===== config.mk =====
export PLATFORM = sky130hd
export DESIGN_NAME = string_to_integer_parser_unit
export DESIGN_NICKNAME = d
export VERILOG_FILES = /design/src/hw/rtl/stip_pkg.sv /design/src/hw/rtl/stip_char_class.sv /design/src/hw/rtl/stip_step.sv /design/src/hw/rtl/string_to_integer_parser_unit.sv
export SDC_FILE = /design/constraint.sdc
export NUM_CORES = 1
export LEC_CHECK = 0
export ABC_AREA = 1
export BUFFER_PORTS_ARGS = -buffer_cell sky130_fd_sc_hd__buf_2
export CORE_ASPECT_RATIO = 1.75
export CORE_MARGIN = 4
export CORE_UTILIZATION = 55
export DETAILED_ROUTE_END_ITERATION = 8
export PLACE_DENSITY = 0.83
export SLEW_MARGIN = 10
export SYNTH_ARGS = -nofsm -noshare
export SYNTH_HDL_FRONTEND = slang
export SYNTH_HIERARCHICAL = 1
export SYNTH_SLANG_ARGS = --single-unit

===== constraint.sdc =====
create_clock -name clk -period 9.3 [get_ports clk]
set_input_delay 0 -clock clk [delete_from_list [all_inputs] [get_ports clk]]
set_output_delay 0 -clock clk [all_outputs]
set_load 0.1 [all_outputs]

===== src/hw/rtl/stip_pkg.sv =====
// Shared types and character constants for the string-to-integer parser.
`default_nettype none

package stip_pkg;

  localparam int VALUE_W = 64;
  localparam int BASE_W  = 5;
  localparam int DIGIT_W = 4;

  localparam logic [BASE_W-1:0] BASE_RESET = 5'd10;
  localparam logic [BASE_W-1:0] BASE_AUTO  = 5'd0;
  localparam logic [BASE_W-1:0] BASE_OCT   = 5'd8;
  localparam logic [BASE_W-1:0] BASE_DEC   = 5'd10;
  localparam logic [BASE_W-1:0] BASE_HEX   = 5'd16;

  localparam logic [7:0] CH_0     = 8'h30;
  localparam logic [7:0] CH_9     = 8'h39;
  localparam logic [7:0] CH_LX    = 8'h78;
  localparam logic [7:0] CH_UX    = 8'h58;
  localparam logic [7:0] CH_LA    = 8'h61;
  localparam logic [7:0] CH_LF    = 8'h66;
  localparam logic [7:0] CH_UA    = 8'h41;
  localparam logic [7:0] CH_UF    = 8'h46;
  localparam logic [7:0] CH_MINUS = 8'h2d;
  localparam logic [7:0] CH_PLUS  = 8'h2b;
  localparam logic [7:0] CH_SPACE = 8'h20;
  localparam logic [7:0] CH_TAB   = 8'h09;
  localparam logic [7:0] CH_NL    = 8'h0a;
  localparam logic [7:0] CH_CR    = 8'h0d;

  // Parse phase, one-hot
  typedef enum logic [4:0] {
    PH_BLANK  = 5'b00001,
    PH_PREFIX = 5'b00010,
    PH_ZERO   = 5'b00100,
    PH_DIGITS = 5'b01000,
    PH_DONE   = 5'b10000
  } phase_t;

  // Parse state kept between characters; value already carries the sign
  typedef struct packed {
    phase_t              phase;
    logic [BASE_W-1:0]   base;
    logic                neg;
    logic [VALUE_W-1:0]  value;
  } state_t;

  // Decoded character
  typedef struct packed {
    logic               blank;
    logic               minus;
    logic               plus;
    logic               zero;
    logic               x_mark;
    logic               dig_ok;
    logic [DIGIT_W-1:0] digit;
  } char_class_t;

endpackage

`default_nettype wire


===== src/hw/rtl/stip_char_class.sv =====
// Character decoder: whitespace, sign, prefix and digit value.
`default_nettype none

module stip_char_class
  import stip_pkg::*;
(
  input  wire logic [7:0] ch,
  output char_class_t     cls
);

  // Classify one byte
  always_comb begin
    cls        = '0;
    cls.blank  = (ch == CH_SPACE) || (ch == CH_TAB) || (ch == CH_NL) || (ch == CH_CR);
    cls.minus  = (ch == CH_MINUS);
    cls.plus   = (ch == CH_PLUS);
    cls.zero   = (ch == CH_0);
    cls.x_mark = (ch == CH_LX) || (ch == CH_UX);
    if (ch inside {[CH_0:CH_9]}) begin
      cls.dig_ok = 1'b1;
      cls.digit  = DIGIT_W'(ch - CH_0);
    end else if (ch inside {[CH_LA:CH_LF]}) begin
      cls.dig_ok = 1'b1;
      cls.digit  = DIGIT_W'(ch - CH_LA + 8'd10);
    end else if (ch inside {[CH_UA:CH_UF]}) begin
      cls.dig_ok = 1'b1;
      cls.digit  = DIGIT_W'(ch - CH_UA + 8'd10);
    end
  end

endmodule

`default_nettype wire


===== src/hw/rtl/stip_step.sv =====
// Next-state logic for one character: phase walk and signed multiply-add.
`default_nettype none

module stip_step
  import stip_pkg::*;
(
  input  wire logic              start,
  input  wire logic [BASE_W-1:0] base_select,
  input  wire state_t            st,
  input  wire char_class_t       cls,
  output state_t                 st_nxt,
  output logic                   inc
);

  state_t             cur;
  logic               pre;
  logic               take;
  logic [VALUE_W-1:0] prod;
  logic [VALUE_W-1:0] dig_ext;
  logic [VALUE_W-1:0] addend;

  always_comb begin
    // Restart the parse on a new string
    cur = st;
    if (start) begin
      cur.phase = PH_BLANK;
      cur.base  = base_select;
      cur.neg   = 1'b0;
      cur.value = '0;
    end

    st_nxt = cur;
    inc    = 1'b0;
    pre    = 1'b0;
    take   = 1'b0;

    // Advance through blanks, sign and prefix
    case (cur.phase)
      PH_BLANK: begin
        if (cls.blank) begin
          inc = 1'b1;
        end else if (cls.minus) begin
          st_nxt.neg   = 1'b1;
          st_nxt.phase = PH_PREFIX;
          inc          = 1'b1;
        end else if (cls.plus) begin
          st_nxt.phase = PH_PREFIX;
          inc          = 1'b1;
        end else begin
          pre = 1'b1;
        end
      end
      PH_PREFIX: begin
        pre = 1'b1;
      end
      PH_ZERO: begin
        if (cls.x_mark) begin
          st_nxt.base  = BASE_HEX;
          st_nxt.phase = PH_DIGITS;
          inc          = 1'b1;
        end else begin
          if (cur.base == BASE_AUTO) begin
            st_nxt.base = BASE_OCT;
          end
          st_nxt.phase = PH_DIGITS;
          take         = 1'b1;
        end
      end
      PH_DIGITS: begin
        take = 1'b1;
      end
      default: begin
      end
    endcase

    // First character after blanks and sign: leading zero or first digit
    if (pre) begin
      if (((cur.base == BASE_AUTO) || (cur.base == BASE_HEX)) && cls.zero) begin
        st_nxt.phase = PH_ZERO;
        inc          = 1'b1;
      end else begin
        if (cur.base == BASE_AUTO) begin
          st_nxt.base = BASE_DEC;
        end
        st_nxt.phase = PH_DIGITS;
        take         = 1'b1;
      end
    end

    // Shift-and-add product of the value and the 5-bit base
    prod = '0;
    for (int i = 0; i < BASE_W; i++) begin
      if (st_nxt.base[i]) begin
        prod = prod + (cur.value << i);
      end
    end
    dig_ext = VALUE_W'(cls.digit);
    addend  = cur.neg ? ('0 - dig_ext) : dig_ext;

    // Accumulate a digit below the base, otherwise stop
    if (take) begin
      if (cls.dig_ok && ({1'b0, cls.digit} < st_nxt.base)) begin
        st_nxt.value = prod + addend;
        inc          = 1'b1;
      end else begin
        st_nxt.phase = PH_DONE;
      end
    end
  end

endmodule

`default_nettype wire


===== src/hw/rtl/string_to_integer_parser_unit.sv =====
// Top level of the streaming string-to-integer parser.
// Usage:
//   Characters enter on the in_ channel (valid/ready), one per request; set
//   in_start_req on the first character of each string. Every character gives
//   one result request on the out_ channel: out_finished, the signed value so
//   far and the count of consumed characters (saturating).
//   cfg_wr_en/cfg_wr_data write the base register (0 = detect from prefix);
//   the base is latched when a string starts. Write it only while idle.
// Latency and throughput:
//   A result is valid the cycle after its character is accepted. One
//   character per cycle is sustained while out_ready is high; the parse state
//   registers double as the result register, and the per-character
//   multiply-add by the 5-bit base sits in the single stage between them.
// Reset and stall:
//   Reset empties the result slot, returns the parse to blank skipping with
//   base detection, and sets the base register to 10. While out_ready is low
//   a held result blocks in_ready; it rises again as soon as the result is
//   taken, in the same cycle the next character may enter.
`default_nettype none

module string_to_integer_parser_unit
  import stip_pkg::*;
#(
  parameter int OFFSET_BITS = 16
) (
  input  wire logic                   clk,
  input  wire logic                   rst_n,
  input  wire logic                   cfg_wr_en,
  input  wire logic [BASE_W-1:0]      cfg_wr_data,
  input  wire logic                   in_valid,
  output logic                        in_ready,
  input  wire logic                   in_start_req,
  input  wire logic [7:0]             in_character,
  output logic                        out_valid,
  input  wire logic                   out_ready,
  output logic                        out_finished,
  output logic signed [VALUE_W-1:0]   out_value,
  output logic [OFFSET_BITS-1:0]      out_end_offset
);

  logic [BASE_W-1:0]      base_sel_r;
  state_t                 st_r;
  state_t                 st_nxt;
  logic [OFFSET_BITS-1:0] consumed_r;
  logic [OFFSET_BITS-1:0] consumed_nxt;
  logic [OFFSET_BITS-1:0] cnt_base;
  logic                   out_valid_r;
  logic                   inc;
  logic                   accept;
  char_class_t            cls;

  // Decode the incoming character
  stip_char_class u_class (
    .ch  (in_character),
    .cls (cls)
  );

  // Compute the next parse state
  stip_step u_step (
    .start       (in_start_req),
    .base_select (base_sel_r),
    .st          (st_r),
    .cls         (cls),
    .st_nxt      (st_nxt),
    .inc         (inc)
  );

  assign in_ready = !out_valid_r || out_ready;
  assign accept   = in_valid && in_ready;

  // Saturating consumed-character count
  always_comb begin
    cnt_base     = in_start_req ? '0 : consumed_r;
    consumed_nxt = cnt_base;
    if (inc && (cnt_base != '1)) begin
      consumed_nxt = cnt_base + OFFSET_BITS'(1);
    end
  end

  // Hold the base register
  always_ff @(posedge clk) begin
    if (!rst_n) begin
      base_sel_r <= BASE_RESET;
    end else if (cfg_wr_en) begin
      base_sel_r <= cfg_wr_data;
    end
  end

  // Advance parse state and result slot
  always_ff @(posedge clk) begin
    if (!rst_n) begin
      st_r.phase  <= PH_BLANK;
      st_r.base   <= BASE_AUTO;
      st_r.neg    <= 1'b0;
      st_r.value  <= '0;
      consumed_r  <= '0;
      out_valid_r <= 1'b0;
    end else begin
      if (accept) begin
        st_r       <= st_nxt;
        consumed_r <= consumed_nxt;
      end
      if (accept) begin
        out_valid_r <= 1'b1;
      end else if (out_ready) begin
        out_valid_r <= 1'b0;
      end
    end
  end

  assign out_valid      = out_valid_r;
  assign out_finished   = (st_r.phase == PH_DONE);
  assign out_value      = $signed(st_r.value);
  assign out_end_offset = consumed_r;

  // A fresh string that opens with a space counts exactly one character
  a_blank_count: assert property (@(posedge clk) disable iff (!rst_n)
    accept && in_start_req && (in_character == CH_SPACE) |=> consumed_r == OFFSET_BITS'(1))
    else $error("blank at string start not counted once");

  // Within one string the offset never falls
  a_offset_mono: assert property (@(posedge clk) disable iff (!rst_n)
    accept && !in_start_req |=> consumed_r >= $past(consumed_r))
    else $error("offset decreased within a string");

  // A stopped parse keeps its value until the next start
  a_done_hold: assert property (@(posedge clk) disable iff (!rst_n)
    accept && !in_start_req && (st_r.phase == PH_DONE) |=> $stable(st_r.value) &&
      (st_r.phase == PH_DONE))
    else $error("finished parse changed");

  // Every accepted character yields a pending result
  a_result_pending: assert property (@(posedge clk) disable iff (!rst_n)
    accept |=> out_valid_r)
    else $error("accepted character gave no result");

endmodule

`default_nettype wire

==> results.tsv, run 1 <==
metric	value	unit
warning count from the yosys run	6	
Area after DPL	0.0420	sq mm
wire length of the first global-routing pass	495000	microns
Clock Tree Buf Depth	2	
CTS sink cnt	97	
distinct cell type count of the synthesized netlist	68	
standard-cell row count	112	
maximum number of pins on one net before global-route repair	92	
global-route total usage across every layer	113	%
Num CTS Buffers	9	
share of the synthesized area in the top cell type	16.5	%
clock root cell	sky130_fd_sc_hd__clkbuf_16	
setup slack after placement	-2590	ps
sequential cell area fraction in the yosys report	6.57	%
Die Ht	315	microns
final HPWL from detailed placement	146000	microns
failing step	5_1_grt	
async set-reset flop share out of synthesis	0	%
total I/O pin count	102	
overflow left after global routing	8574	
number of flops mapped to enable cells by yosys	0	
list of most frequent post-synthesis cells	1,296 x sky130_fd_sc_hd__nand2_1, 730 x sky130_fd_sc_hd__nor2_1, 712 x sky130_fd_sc_hd__inv_1	
Post-Synthesis Net Count	5705	
Mapped Cells	5376	
most common flop cell mapped by yosys	sky130_fd_sc_hd__dfxtp_1	
top-count cell post-synth	sky130_fd_sc_hd__nand2_1	
top cell type by total area after synthesis	sky130_fd_sc_hd__nand2_1	
horizontal die dimension	183	microns
H-tree level count	3	
result of the run	did not finish	
starting utilization of the core area	55.5	%
placer's final routability congestion estimate	1.32	
number of global-route vias before repair	72200	
Post-Synthesis Cell Area	0.0296	sq mm
Synth area leaders	sky130_fd_sc_hd__nand2_1 16%, sky130_fd_sc_hd__ha_1 13%, sky130_fd_sc_hd__nor2_1 9.3%	
Seq cells post-synth	97	
I/O Buffers	101	
error message	[ERROR GRT-0116] Global routing finished with congestion. Check the congestion regions in the DRC Viewer.	
post-synthesis area per instance	5.50	sq um
## per-stage QoR
stage / setup TNS, ps / cells
3_5_place_dp: -79320 / 7571
3_3_place_gp: -49000 / 7571
4_1_cts: -38600 / 7754
2_1_floorplan: 0 / 5376
## kinds of logic after synthesis
logic type	Yosys count	synth area share, %
AO/OA/AOI/OAI	1220	23.3
XOR/XNOR	210	6.22
adder cells (fa/ha/maj)	310	13.2
buffers and inverters	912	12.8
flip-flops	97	6.57
multiplexers	3	0.102
AND/OR/NAND/NOR	2624	37.8
## routing by layer
| layer | overflow | GRT usage (%) |
|---|---|---|
| met1 | 465 | 94.7 |
| met2 | 6320 | 152 |
| met3 | 302 | 89.8 |
| met4 | 1441 | 121 |
| met5 | 46 | 81.0 |
## repair_timing
action,in CTS
setup endpoints to repair,48
gates resized for setup,788
setup buffers,159
hold buffers,8
pin swaps,208
cloned,4
endpoints found under the hold margin,6
==> run 2, diff against run 1 <==
Settings changed: CORE_ASPECT_RATIO 1.75 to unset, CORE_UTILIZATION 55 to 40, PLACE_DENSITY 0.83 to unset, PLACE_DENSITY_LB_ADDON set to 0.15.
Clock period 9.3 ns to 12.1 ns, I/O delays scaled along.
==> results.tsv, run 2 <==
metric	value	unit
share of the synthesized area in the top cell type	16.5	%
most common flop cell mapped by yosys	sky130_fd_sc_hd__dfxtp_1	
final worst-path cycle share	96.4	%
slew margin rel.	34.1	%
Vias/cell	5.60	
warning count from the yosys run	6	
CTS tree	done	
most common cell after layout, fill and taps aside	sky130_fd_sc_hd__nand2_1	
leakage power	18.3	nW
top cell type by total area after synthesis	sky130_fd_sc_hd__nand2_1	
number of global-route vias before repair	34500	
H-tree level count	3	
distinct cell type count of the synthesized netlist	68	
CP Class	reg -> reg	
number of flops mapped to enable cells by yosys	0	
Die Ht	280	microns
share of final-layout standard cells stronger than drive strength 1	15.1	%
DR top layer	met5	
via count	37700	
overflow left after global routing	0	
total power	2.88	mW
area of the die	0.0783	sq mm
I/O Buffers	101	
async set-reset flop share out of synthesis	0	%
list of most frequent post-synthesis cells	1,296 x sky130_fd_sc_hd__nand2_1, 730 x sky130_fd_sc_hd__nor2_1, 712 x sky130_fd_sc_hd__inv_1	
Synth area leaders	sky130_fd_sc_hd__nand2_1 16%, sky130_fd_sc_hd__ha_1 13%, sky130_fd_sc_hd__nor2_1 9.3%	
top-count cell post-synth	sky130_fd_sc_hd__nand2_1	
first-iteration detailed-routing DRC count	3899	
DRC violations left	1	
transition time at the pin with the least slew margin	979	ps
hold crit path type	in -> reg	
antenna violation net count after detailed routing	0	
most used cells in the layout excluding fill and tap cells	1,289 x sky130_fd_sc_hd__nand2_1, 711 x sky130_fd_sc_hd__inv_1, 703 x sky130_fd_sc_hd__nor2_1, 452 x sky130_fd_sc_hd__a21oi_1, 437 x sky130_fd_sc_hd__buf_4	
horizontal die dimension	280	microns
wire length per cell	21.5	microns
met2 wire len	61500	microns
final-layout setup total negative slack	0	ps
final HPWL from detailed placement	123000	microns
area growth from synthesis to layout	17.2	%
wire length of the first global-routing pass	210000	microns
placer's final routability congestion estimate	1.08	
Std-Cell Core Area	0.0731	sq mm
number of max-slew violations in the final report	0	
detailed-router iteration count before antenna repair	9	
Worst Setup End Kind	register	
Mapped Cells	5376	
sum of buffers and inverters on the critical path	9	
cell at the slowest stage of the critical path	sky130_fd_sc_hd__a221oi_2	
critical path data arrival time	11950	ps
cell count after placement	6680	
wirelength, routed	145000	microns
Req. time, crit path	12390	ps
largest clock skew in the final design	13.0	ps
fin nets	6090	
RSZ-0062 raised after global routing	yes	
P per Cell Area	83.0	mW/mm^2
crit-path leading delay family	compound AO/OA/AOI/OAI gates	
total I/O pin count	102	
Clk Latency, worst-skew pair	390	ps
length of routed wiring on met1	63000	microns
failing checks	DRC	
Max Cap Violations	0	
clock transition at the registers of the reported paths	90	ps
sort of element at the start of the critical path	register	
fillers	8210	
final critical path time including I/O delays and setup	11660	ps
Seq cells post-synth	97	
clock root cell	sky130_fd_sc_hd__clkbuf_16	
CTS sink cnt	97	
starting utilization of the core area	40.4	%
max FFs per register	64	
non-filler cells, final	6728	
post-synthesis area per instance	5.50	sq um
standard-cell row count	99	
largest stage delay on the critical path	380	ps
global-route total usage across every layer	35.1	%
sequential cell area fraction in the yosys report	6.57	%
Fmax achieved	85.8	MHz
Num CTS Buffers	9	
routed length on met3	13000	microns
Post-Synthesis Cell Area	0.0296	sq mm
initial antenna violation count	5	
Finish-stage setup viols	0	
Post-Synthesis Net Count	5705	
final-report hold violation count	0	
maximum number of pins on one net before global-route repair	92	
result of the run	finished, violations left	
highest fanout seen on the critical path	22	
Clock Tree Buf Depth	2	
peak supply drop	0.0000495	V
-- run 2: cell counts after synthesis --
Identical to the previous run, type by type.
-- run 2: logic make-up (layout without fill, tap and decap cells) --
group	Yosys count	after routing	share of synthesized area, %
compound gates	1220	1220	23.3
xor+xnor	210	210	6.22
fa+ha+maj	310	310	13.2
buf+inv	912	1302	12.8
flops	97	97	6.57
mux	3	3	0.102
other cells	0	3	0
simple gates	2624	2624	37.8
-- run 2: stage by stage --
| step | hold WS (ps) | worst slack, ps | utilization (%) | cell area, sq um |
|---|---|---|---|---|
| after floorplan | 122 | 1880 | - | 29600 |
| after global placement | 215 | -1150 | 45.8 | 33500 |
| after detailed placement | 229 | -1150 | 45.8 | 33500 |
| after CTS | 8.95 | -5.56 | 46.5 | 34000 |
| after global routing | 71.0 | -54.5 | 47.4 | 34600 |
| final | 27.6 | 441 | 47.4 | 34600 |
-- run 2: tightest hold or removal path, delay by kind of cell --
| family | cells | cell delay (ps) |
|---|---|---|
| buf+inv | 2 | 240 |
| simple gates | 2 | 120 |
-- run 2: path summary, 6_finish.rpt --
check                startpoint             to  slack, ps  depth (start not counted)
setup / recovery       st_r[70]  out_value[62]        440                         62
hold / removal        cfg_wr_en  base_sel_r[1]         30                          4
setup reg to reg       st_r[70]  out_value[62]        440                         62
hold reg to reg   base_sel_r[1]  base_sel_r[1]        470                          2
-- run 2: area by class of cell --
type | instances | area (sq um) | share of cell area [%]
tap | 959 | 1200 | 3.46
clock inverter | 7 | 82.6 | 0.238
inverter | 733 | 2760 | 7.97
clock buffer | 9 | 225 | 0.650
timing repair buffer | 553 | 3970 | 11.5
sequential | 97 | 1940 | 5.61
antenna | 3 | 7.51 | 0.0217
multi-input combinational | 4367 | 24400 | 70.6
-- run 2: timing repair --
| item | in CTS | in global routing |
|---|---|---|
| pin swaps | 4 | 26 |
| gates resized for setup | 18 | 150 |
| hold buffers | 11 | 0 |
| cloned | 0 | 0 |
| endpoints found under the setup margin | 7 | 22 |
| setup buffers | 2 | 16 |
| endpoints found under the hold margin | 6 | 0 |
-- run 2: routing by layer --
layer	vias to the layer above	track usage [%]
li1	18400	-
met5	-	0
met2	1709	55.5
met3	270	4.70
met1	17200	48.3
met4	6	14.3
-- run 2: power by group --
part           total, mW  internal (mW)  leakage (nW)  switching [mW]
combinational       2.18          0.739          17.4            1.45
sequential         0.366          0.340         0.799          0.0264
clock              0.326          0.165         0.156           0.160
total               2.88           1.24          18.3            1.63
No activity file was read; power rests on OpenSTA's default activity.
